==> src/hdl/dpdr_pkg.sv <==
// Shared types, codes and helper functions of the page descriptor rank block.
`timescale 1ns / 1ps

package dpdr_pkg;

  // Input word opcodes.
  localparam logic [1:0] OP_CLEAR     = 2'd0;
  localparam logic [1:0] OP_APPEND    = 2'd1;
  localparam logic [1:0] OP_TRANSLATE = 2'd2;

  // Result status codes.
  localparam logic [1:0] ST_OK       = 2'd0;
  localparam logic [1:0] ST_NOT_DUMP = 2'd1;
  localparam logic [1:0] ST_BEYOND   = 2'd2;
  localparam logic [1:0] ST_FULL     = 2'd3;

  // Configuration register indexes.
  localparam int unsigned CfgIdxW = 8;
  localparam logic [CfgIdxW-1:0] CFG_PAGE_SHIFT  = 8'd0;
  localparam logic [CfgIdxW-1:0] CFG_DATA_OFFSET = 8'd1;

  // Page shift limits.
  localparam logic [4:0] SHIFT_MIN = 5'd9;
  localparam logic [4:0] SHIFT_MAX = 5'd16;
  localparam logic [4:0] SHIFT_RST = 5'd12;

  localparam int unsigned CountW = 21;

  typedef struct packed {
    logic [1:0]  opcode;
    logic [63:0] bitmap_word;
    logic [63:0] address;
  } in_word_t;

  typedef struct packed {
    logic [1:0]        status;
    logic [54:0]       page_frame;
    logic [15:0]       page_byte;
    logic [CountW-1:0] desc_index;
    logic [63:0]       desc_offset;
  } out_word_t;

  // What the rank unit hands back for one lookup.
  typedef struct packed {
    logic              dumpable;
    logic [CountW-1:0] rank;
    logic [63:0]       offset;
  } rank_res_t;

  // Number of set bits in a 64-bit word.
  function automatic logic [6:0] popcount64(input logic [63:0] v);
    logic [6:0] n;
    n = 7'd0;
    for (int k = 0; k < 64; k++) begin
      n = n + {6'd0, v[k]};
    end
    return n;
  endfunction

endpackage

==> src/hdl/dpdr_rank.sv <==
// Two-stage rank unit: masked popcount plus prefix, then descriptor offset.
`timescale 1ns / 1ps

module dpdr_rank
  import dpdr_pkg::*;
#(
  parameter int unsigned DescBytes = 24
) (
  input  logic              clk_i,
  input  logic              rst_ni,
  input  logic              start_i,
  input  logic [63:0]       word_i,
  input  logic [CountW-1:0] prefix_i,
  input  logic [5:0]        bit_i,
  input  logic [62:0]       data_offset_i,
  output logic              done_o,
  output rank_res_t         res_o
);

  localparam int unsigned DbW   = $clog2(DescBytes + 1);
  localparam int unsigned ProdW = CountW + 1 + DbW + 1;

  logic              s1_valid_q, s2_valid_q;
  logic              s1_dump_q;
  logic [CountW-1:0] s1_rank_q;
  rank_res_t         s2_res_q;

  logic [63:0]              sel_mask;
  logic [6:0]               pop;
  logic signed [CountW:0]   rank_m1;
  logic signed [DbW:0]      db_s;
  logic signed [ProdW-1:0]  prod;
  logic [63:0]              prod_ext;

  // Stage one: count the set bits up to and including the frame's bit.
  assign sel_mask = 64'hFFFF_FFFF_FFFF_FFFF >> (6'd63 - bit_i);
  assign pop      = popcount64(word_i & sel_mask);

  // Stage two: (rank - 1) times the descriptor size, modulo 2^64.
  assign rank_m1  = $signed({1'b0, s1_rank_q}) - $signed((CountW + 1)'(1));
  assign db_s     = $signed({1'b0, DbW'(DescBytes)});
  assign prod     = ProdW'(rank_m1) * ProdW'(db_s);
  assign prod_ext = {{(64 - ProdW){prod[ProdW-1]}}, prod};

  always_ff @(posedge clk_i or negedge rst_ni) begin
    if (!rst_ni) begin
      s1_valid_q <= 1'b0;
      s2_valid_q <= 1'b0;
    end else begin
      s1_valid_q <= start_i;
      s2_valid_q <= s1_valid_q;
    end
  end

  always_ff @(posedge clk_i) begin
    if (start_i) begin
      s1_rank_q <= prefix_i + CountW'(pop);
      s1_dump_q <= word_i[bit_i];
    end
    if (s1_valid_q) begin
      s2_res_q.dumpable <= s1_dump_q;
      s2_res_q.rank     <= s1_rank_q;
      s2_res_q.offset   <= {1'b0, data_offset_i} + prod_ext;
    end
  end

  assign done_o = s2_valid_q;
  assign res_o  = s2_res_q;

endmodule

==> config.mk <==
export PLATFORM = sky130hd
export DESIGN_NAME = dpdr_rank
export DESIGN_NICKNAME = d
export VERILOG_FILES = /design/src/hdl/dpdr_pkg.sv /design/src/hdl/dpdr_rank.sv
export SDC_FILE = /design/constraint.sdc
export NUM_CORES = 1
export LEC_CHECK = 0
export BUFFER_PORTS_ARGS = -buffer_cell sky130_fd_sc_hd__buf_2
export CAP_MARGIN = 15
export CORE_UTILIZATION = 55
export DETAILED_ROUTE_END_ITERATION = 16
export PLACE_DENSITY = 0.85
export SYNTH_ARGS = -nofsm -noshare
export SYNTH_HDL_FRONTEND = slang
export SYNTH_SLANG_ARGS = --single-unit
==> constraint.sdc <==
create_clock -name clk_i -period 19.4 [get_ports clk_i]
set_input_delay 3.88 -clock clk_i [delete_from_list [all_inputs] [get_ports clk_i]]
set_output_delay 3.88 -clock clk_i [all_outputs]
set_load 0.01 [all_outputs]
==> results.json, run 1 <==
{
  "status": "finished clean",
  "pwr_density_cell_nw_per_um2": 194.9,
  "arrival_ps": 11960,
  "antenna_found_initial": 3,
  "yosysWarnings": 0,
  "layout_commonest_cell": "buf_2",
  "post_drt_wl_per_cell_um": 17.94,
  "max_slew_margin_pct": 23.39,
  "synth_cell_types": 73,
  "drt_iter0_drc": 529,
  "core_area_um2": 20490,
  "gp_congestion": 0.9955,
  "cp_slowest_cell": "fa_1",
  "portBuffers": 243,
  "drive_above_1_share_pct": 21.69,
  "drv_cap": 0,
  "critPathMaxFanout": 25,
  "worstSetupEndpointType": "register",
  "numCtsBuffers": 9,
  "nets": 1738,
  "hold_buffers": 0,
  "fp.dieH_um": 147.3,
  "rsz0062_at_grt": "no",
  "synth_enable_flop_cells": 108,
  "ys.flop_type": "edfxtp_1",
  "grt_max_degree": 88,
  "first_pass_iters": 5,
  "dieArea_um2": 21690,
  "slew_viol_final": 0,
  "ir_worst_vdd_mv": 0.2037,
  "fin_crit_ps": 11850,
  "ant_nets": 0,
  "holdWs_ps": 433.4,
  "cts_root_buf": "clkbuf_16",
  "grt-ovfl-total": 0,
  "ys_async_sr_fraction_pct": 1.818,
  "worstHoldPathType": "reg2reg",
  "grt_util_all_layers_pct": 27.52,
  "cts_max_level": 3,
  "area_delta_synth_final_pct": 14.49,
  "setup_viol": 0,
  "die_w_um": 147.3,
  "syn_avg_cell_area_um2": 9.789,
  "postSynthCellCount": 1186,
  "routed_wirelength_um": 29940,
  "dp_hpwl_um": 24500,
  "cts_buffer_depth": 2,
  "ys_ff_latch": 110,
  "grt_pass1_vias": 9480,
  "clk_latency_ps": 370,
  "cp_common_cell": "fa_1",
  "max_stage_delay_ps": 570,
  "drc": 0,
  "post-route-period-util_pct": 61.08,
  "cts_setup_buffers": 0,
  "crit_path_start_kind": "input pin",
  "max_freq_mhz": 84.39,
  "crit_required_ps": 19510,
  "io_pins": 244,
  "worstMarginPinSlew_ps": 1149,
  "synth.cell_area_um2": 11610,
  "cts_resized": 0,
  "clk_pin_slew_ps": 80,
  "tns_ps": 0,
  "cts_num_sinks": 110,
  "final_cell_mix": "243 x buf_2, 131 x ha_1, 108 x edfxtp_1",
  "initial_core_util_pct": 56.65,
  "syn_nets": 1532,
  "cts_tree": "built",
  "finClkSkew_ps": 11.84,
  "rows": 52,
  "vias": 9882,
  "finalHoldViolCount": 0,
  "via_per_inst": 5.921,
  "grt_pass1_wl_um": 46810,
  "ys_seq_area_share_pct": 28.37,
  "p_leak_nw": 6.301,
  "worstSetupPathType": "in2reg"
}
-- final timing paths --
kind | start | endpoint | slack, ps | depth (start not counted)
hold reg to reg | s1_dump_q | res_o[85] | 430 | 0
hold / removal | s1_dump_q | res_o[85] | 430 | 0
min in group asynchronous | rst_ni | s1_valid_q | 3280 | 1
setup reg to reg | s1_rank_q[7] | res_o[52] | 11900 | 27
setup / recovery | bit_i[1] | s1_rank_q[12] | 7550 | 29
max in group asynchronous | rst_ni | s1_valid_q | 16020 | 1
-- sequential cells by signal (all words and copies together) (netlist names) --
name	count
res_o	86
s1_dump_q	1
s1_valid_q	1
s1_rank_q	21
done_o	1
-- report_power, final --
group / leakage (nW) / internal (W) / switching (W) / total [W]
Clock: 0.148 / 0.0000918 / 0.0000974 / 0.000189
Combinational: 5.07 / 0.000816 / 0.00112 / 0.00193
Sequential: 1.08 / 0.000436 / 0.0000323 / 0.000468
Total: 6.30 / 0.00134 / 0.00125 / 0.00259
-- synth_stat cells, types with 5 or more instances --
master / number / area share (%)
ha_1: 131 / 14
edfxtp_1: 108 / 28
a21oi_1: 99 / 4.3
inv_1: 94 / 3.0
nand2_1: 77 / 2.5
o21ai_0: 66 / 2.8
xnor2_1: 62 / 4.7
nor2_1: 60 / 1.9
fa_1: 58 / 10
a21o_1: 50 / 3.2
xor2_1: 50 / 3.8
clkbuf_1: 37 / 1.2
nand3_1: 26 / 1.1
nand4_1: 24 / 1.3
mux4_2: 16 / 3.1
nor2b_1: 16 / 0.86
o21bai_1: 16 / 1.0
nor3_1: 15 / 0.65
and3_1: 13 / 0.70
o211ai_1: 12 / 0.78
a31oi_1: 10 / 0.54
buf_2: 9 / 0.39
o21a_1: 9 / 0.58
or3_1: 9 / 0.48
a211oi_1: 8 / 0.52
nor4_1: 8 / 0.43
o21ai_1: 8 / 0.34
mux2i_1: 7 / 0.60
nand2b_1: 7 / 0.38
and2_1: 6 / 0.32
o211a_1: 5 / 0.43
-- metal layers --
metal | GRT usage, % | up-vias | share of wire (%) | routed length [um]
li1 | - | 4752 | - | -
met1 | 34.86 | 4597 | 41 | 12240
met2 | 46.34 | 462 | 47 | 14200
met3 | 3.571 | 67 | 7.7 | 2307
met4 | 13.66 | 4 | 3.9 | 1173
met5 | 0 | - | 0.087 | 26
-- cell type report --
cell class	count	area (um^2)
clock buffer	9	225.2
fill	1675	7202
inverter	96	360.3
sequential	110	3297
clock inverter	7	78.83
tap	270	337.8
multi-input combinational	931	7765
antenna	2	5.005
timing repair buffer	244	1224
-- per-stage QoR --
stage,power (W),worst slack (ps),util [%],cell area [um^2],cells
6_report,0.002591,7551,64.86,13290,1669
5_1_grt,0.002848,7157,64.84,13290,1667
4_1_cts,0.002592,7564,64.84,13290,1667
3_5_place_dp,0.002385,7193,63.35,12980,1651
3_3_place_gp,0.002311,7382,63.35,12980,1651
2_1_floorplan,0.001995,7417,-,11610,1186
-- cells by family (layout without fill, tap and decap cells) --
kind of cell	count (synthesis)	count (layout)	share of synthesized area (%)
compound gates	329	329	18.60
simple gates	278	278	11.94
fa+ha+maj	189	189	24.12
buf+inv	145	356	4.817
xor+xnor	112	112	8.449
flops	110	110	28.37
mux	23	23	3.707
other cells	0	2	0
-- critical path, delay by kind of cell --
kind | cells | cell delay (ps)
compound gates | 8 | 1620
buf+inv | 6 | 800
fa+ha+maj | 10 | 4670
simple gates | 4 | 830
xor+xnor | 1 | 160
No activity file was read; power rests on OpenSTA's default activity.
==> run 2: changes to the inputs <==
==> constraint.sdc (replaced) <==
create_clock -name clk_i -period 12.2 [get_ports clk_i]
set_input_delay 2.44 -clock clk_i [delete_from_list [all_inputs] [get_ports clk_i]]
set_output_delay 2.44 -clock clk_i [all_outputs]
set_load 0.01 [all_outputs]
==> results.json, run 2 (synthesis results as in run 1) <==
{
  "status": "finished clean",
  "fin_crit_ps": 10330,
  "r2r-end": "res_o[52]",
  "cts_setup_buffers": 0,
  "cts_buffer_depth": 2,
  "first_pass_iters": 5,
  "min_to": "res_o[85]",
  "r2r_slack_ps": 4640,
  "worstMarginPinSlew_ps": 1141,
  "critPathMaxFanout": 25,
  "grt_pass1_wl_um": 46340,
  "grt_util_all_layers_pct": 27.23,
  "area_delta_synth_final_pct": 14.56,
  "drive_above_1_share_pct": 21.75,
  "portBuffers": 243,
  "numCtsBuffers": 9,
  "grt_max_degree": 88,
  "reg2reg_from": "s1_rank_q[7]",
  "core_area_um2": 20490,
  "crit_path_start_kind": "input pin",
  "layout_commonest_cell": "buf_2",
  "cts_tree": "built",
  "cp_common_cell": "fa_1",
  "drv_cap": 0,
  "clk_pin_slew_ps": 80,
  "gp_congestion": 0.9885,
  "die_w_um": 147.3,
  "finalHoldViolCount": 0,
  "cts_max_level": 3,
  "r2r_cells": 27,
  "cts_resized": 0,
  "drt_iter0_drc": 575,
  "post_drt_wl_per_cell_um": 17.66,
  "max_freq_mhz": 96.81,
  "grt-ovfl-total": 0,
  "grt_pass1_vias": 9364,
  "finalWorstSetupSlack_ps": 1870,
  "holdWs_ps": 450.4,
  "finClkSkew_ps": 13.31,
  "largest_reg_flops": 86,
  "arrival_ps": 10440,
  "post-route-period-util_pct": 84.67,
  "vias": 9863,
  "max_slew_margin_pct": 23.95,
  "min_from": "s1_dump_q",
  "worstSetupPathType": "in2reg",
  "hold_buffers": 0,
  "rsz0062_at_grt": "no",
  "setup_viol": 0,
  "worstHoldPathType": "reg2reg",
  "routed_wirelength_um": 29490,
  "via_per_inst": 5.906,
  "antenna_found_initial": 3,
  "dp_slack_ps": 1485,
  "nets": 1739,
  "pwr_density_cell_nw_per_um2": 307.1,
  "clk_latency_ps": 370,
  "initial_core_util_pct": 56.65,
  "dieArea_um2": 21690,
  "slew_viol_final": 0,
  "tns_ps": 0,
  "whs_path_depth": 0,
  "io_pins": 244,
  "max_stage_delay_ps": 550,
  "rows": 52,
  "final_cell_mix": "243 x buf_2, 131 x ha_1, 108 x edfxtp_1",
  "fp.dieH_um": 147.3,
  "p_leak_nw": 6.306,
  "ant_nets": 0,
  "cts_root_buf": "clkbuf_16",
  "total_power_w": 0.004084,
  "ir_worst_vdd_mv": 0.2939,
  "crit_required_ps": 12310,
  "crit_family": "adder cells",
  "dp_hpwl_um": 24080,
  "worstSetupEndpointType": "register",
  "cts_num_sinks": 110,
  "cp_slowest_cell": "fa_1",
  "path_buf_inv": 6,
  "fillCellCount": 1647,
  "drc": 0
}
-- run 2: cell count changes in the layout (fill, tap and decap cells not counted) --
cell / change
buf_4: +1
-- run 2: area by class of cell --
type	instances	area, um^2	share of cell area, %
inverter	96	360.3	2.709
sequential	110	3297	24.79
multi-input combinational	931	7765	58.38
antenna	2	5.005	0.03763
clock buffer	9	225.2	1.693
tap	270	337.8	2.540
timing repair buffer	245	1231	9.257
clock inverter	7	78.83	0.5927
-- run 2: metal layers --
layer | up-vias | GRT usage [%] | part of all wire, %
li1 | 4742 | - | -
met1 | 4621 | 35.52 | 42
met2 | 445 | 46.44 | 48
met3 | 53 | 2.888 | 7.4
met4 | 2 | 10.67 | 2.9
met5 | - | 0 | 0.044
-- run 2: worst max path at each step --
stage                     depth (start not counted)  slack [ps]       endpoint     start
final                                            29        1870  s1_rank_q[20]  bit_i[1]
after global routing                             30        1400  s1_rank_q[16]  bit_i[1]
after CTS                                        29        1870  s1_rank_q[20]  bit_i[1]
after detailed placement                         29        1480  s1_rank_q[20]  bit_i[1]
after global placement                           29        1610  s1_rank_q[20]  bit_i[1]
after floorplan                                  31        1660  s1_rank_q[20]  bit_i[1]
-- run 2: where the power goes --
part	internal [W]	total (W)	switching [W]
Sequential	0.000693	0.000742	0.0000489
Combinational	0.00129	0.00304	0.00175
Clock	0.000146	0.000299	0.000153
Total	0.00213	0.00408	0.00195
-- run 2: worst register-to-register path: stages, from the launching register on --
cell	delay, ps
edfxtp_1	480
or3_4	450
or4_1	460
or3_1	450
nor4_1	270
xor2_1	230
ha_1	270
ha_1	390
a21o_1	190
a21oi_1	130
o21ai_0	110
a21o_1	190
a211o_1	280
a21o_1	210
nand2_1	110
xnor2_2	110
buf_4	400
ha_1	430
a21o_1	230
a21o_1	170
a21oi_1	200
o221ai_1	150
a21oi_1	220
o41ai_2	140
a221o_2	410
a21boi_2	310
o21ai_0	170
xor2_1	170
-- run 2: metrics by stage --
stage,area (um^2),std cells,util [%]
after global routing,13300,1668,64.87
final,13300,1670,64.90
after CTS,13300,1668,64.87
after detailed placement,12990,1652,63.39
after global placement,12990,1652,63.39
after floorplan,11610,1186,-
==> run 3: changes to the inputs <==
--- a/config.mk
+++ b/config.mk
@@ -7,9 +7,9 @@
 export LEC_CHECK = 0
 export BUFFER_PORTS_ARGS = -buffer_cell sky130_fd_sc_hd__buf_2
 export CAP_MARGIN = 15
-export CORE_UTILIZATION = 55
+export CORE_UTILIZATION = 51
 export DETAILED_ROUTE_END_ITERATION = 16
-export PLACE_DENSITY = 0.85
+export PLACE_DENSITY = 0.83
 export SYNTH_ARGS = -nofsm -noshare
 export SYNTH_HDL_FRONTEND = slang
 export SYNTH_SLANG_ARGS = --single-unit
==> constraint.sdc (replaced) <==
create_clock -name clk_i -period 9.4 [get_ports clk_i]
set_input_delay 1.88 -clock clk_i [delete_from_list [all_inputs] [get_ports clk_i]]
set_output_delay 1.88 -clock clk_i [all_outputs]
set_load 0.01 [all_outputs]
==> results.json, run 3 (synthesis results as in run 1) <==
{
  "place_area_um2": 13280,
  "r2r_slack_ps": 1880,
  "max_stage_delay_ps": 570,
  "initial_core_util_pct": 52.55,
  "max_freq_mhz": 109.6,
  "ir_worst_vdd_mv": 0.4203,
  "fin_crit_ps": 9120,
  "grt_pass1_wl_um": 48140,
  "endpoint": "s1_rank_q[20]",
  "drt_iter0_drc": 545,
  "r2r-end": "res_o[52]",
  "portBuffers": 243,
  "rows": 54,
  "critPathMaxFanout": 8,
  "grt_max_degree": 88,
  "cts_tree": "built",
  "final_cell_mix": "243 x buf_2, 131 x ha_1, 108 x edfxtp_1",
  "gp_congestion": 0.9500,
  "antenna_found_initial": 2,
  "cts_num_sinks": 110,
  "reg2reg_from": "s1_rank_q[7]",
  "core_area_um2": 22090,
  "fp.dieH_um": 152.9,
  "finalHoldViolCount": 0,
  "cts_root_buf": "clkbuf_16",
  "largest_reg_flops": 86,
  "drv_cap": 0,
  "grt_pass1_vias": 9659,
  "first_pass_iters": 5,
  "routed_wirelength_um": 30420,
  "drive_above_1_share_pct": 23.83,
  "grt-ovfl-total": 0,
  "crit_required_ps": 9510,
  "worstMarginPinSlew_ps": 1141,
  "status": "finished clean",
  "cp_common_cell": "fa_1",
  "vias": 9957,
  "post_drt_wl_per_cell_um": 17.77,
  "p_leak_nw": 6.478,
  "clk_pin_slew_ps": 70,
  "slew_viol_final": 0,
  "io_pins": 244,
  "setup_viol": 0,
  "cts_setup_buffers": 0,
  "drc": 0,
  "cp_slowest_cell": "fa_1",
  "crit_path_start_kind": "input pin",
  "cts_buffer_depth": 2,
  "crit_family": "adder cells",
  "layout_commonest_cell": "buf_2",
  "dieArea_um2": 23370,
  "pwr_density_cell_nw_per_um2": 408.0,
  "worstSetupStartpoint": "bit_i[1]",
  "cts_max_level": 3,
  "clk_latency_ps": 370,
  "die_w_um": 152.9,
  "dp_hpwl_um": 25440,
  "worstSetupPathType": "in2reg",
  "finClkSkew_ps": 18.52,
  "ant_nets": 0,
  "worstHoldPathType": "reg2reg",
  "post-route-period-util_pct": 97.02,
  "rsz0062_at_grt": "no",
  "worstSetupEndpointType": "register",
  "hold_buffers": 0,
  "arrival_ps": 9230,
  "max_slew_margin_pct": 23.93,
  "via_per_inst": 5.816,
  "path_buf_inv": 6,
  "crit_cells": 29,
  "grt_util_all_layers_pct": 26.20,
  "area_delta_synth_final_pct": 17.10,
  "nets": 1772,
  "instances_no_fill": 1712,
  "fin_area_um2": 13600,
  "numCtsBuffers": 9,
  "r2r_cells": 27,
  "dp_cells": 1695
}
[run 3: cell types whose count changed in the layout (fill, tap and decap cells not counted), moves of 2 or more]
| cell | delta |
|---|---|
| buf_4 | +32 |
| a21oi_2 | +2 |
| o21ai_0 | -2 |
| a21oi_1 | -2 |
| clkinv_4 | -2 |
| inv_8 | +2 |
[run 3: metrics by stage]
| stage | util, % | hold WS [ps] | worst slack, ps | setup TNS [ps] | power (W) |
|---|---|---|---|---|---|
| global placement | 60.09 | 407.5 | 48.84 | 0 | 0.004925 |
| global route | 61.52 | 438.0 | 1.612 | 0 | 0.006117 |
| floorplan | - | 400.3 | 8.669 | 0 | 0.004157 |
| detailed placement | 60.09 | 407.1 | -100.4 | -382.4 | 0.005131 |
| CTS | 61.52 | 425.9 | 281.9 | 0 | 0.005561 |
| finish | 61.54 | 423.4 | 279.8 | 0 | 0.005547 |
[run 3: per-layer routing]
metal / share of wire, % / GRT usage (%)
met5: 0.036 / 0
met4: 3.3 / 11.21
met3: 6.6 / 3.629
met2: 49 / 45.46
met1: 41 / 32.71
[run 3: where the power goes]
| group | switching (W) | internal [W] | total [W] | leakage [nW] |
|---|---|---|---|---|
| clock network | 0.000205 | 0.000194 | 0.000399 | 0.154 |
| logic | 0.00238 | 0.00180 | 0.00418 | 5.24 |
| registers | 0.0000657 | 0.000899 | 0.000965 | 1.08 |
[run 3: what timing repair did]
action                                  CTS  global route
endpoints found under the hold margin     0             0
endpoints found under the setup margin    0             6
resized for setup                         0             3
[run 3: worst min-delay path by stage]
stage,slack (ps),cells after the start,start,endpoint
after floorplan,400,0,s1_dump_q,res_o[85]
after global placement,410,0,s1_dump_q,res_o[85]
after detailed placement,410,0,s1_dump_q,res_o[85]
after CTS,430,0,s1_dump_q,res_o[85]
after global routing,440,0,s1_dump_q,res_o[85]
final,420,0,s1_dump_q,res_o[85]
[run 3: worst reg2reg max path, stage by stage, from the launching register on]
cell and delay, ps:
edfxtp_1 480, or3_4 450, or4_1 460, or3_1 460, nor4_1 270, xor2_1 280
ha_1 290, ha_1 400, a21o_1 200, a21oi_1 120, o21ai_0 90, a21o_1 180
a211o_1 280, a21o_1 190, nand2_1 100, xnor2_2 110, buf_4 400, ha_1 450
a21o_1 220, a21o_1 160, a21oi_1 180, o221ai_1 150, a21oi_1 190, o41ai_2 130
a221o_2 410, a21boi_2 280, o21ai_0 160, xor2_1 170
[run 3: cell type report]
class	count	area (um^2)
fill	1841	8498
multi-input combinational	931	7777
sequential	110	3297
timing repair buffer	278	1491
inverter	96	360.3
tap	280	350.3
clock buffer	9	225.2
clock inverter	7	91.34
antenna	1	2.502
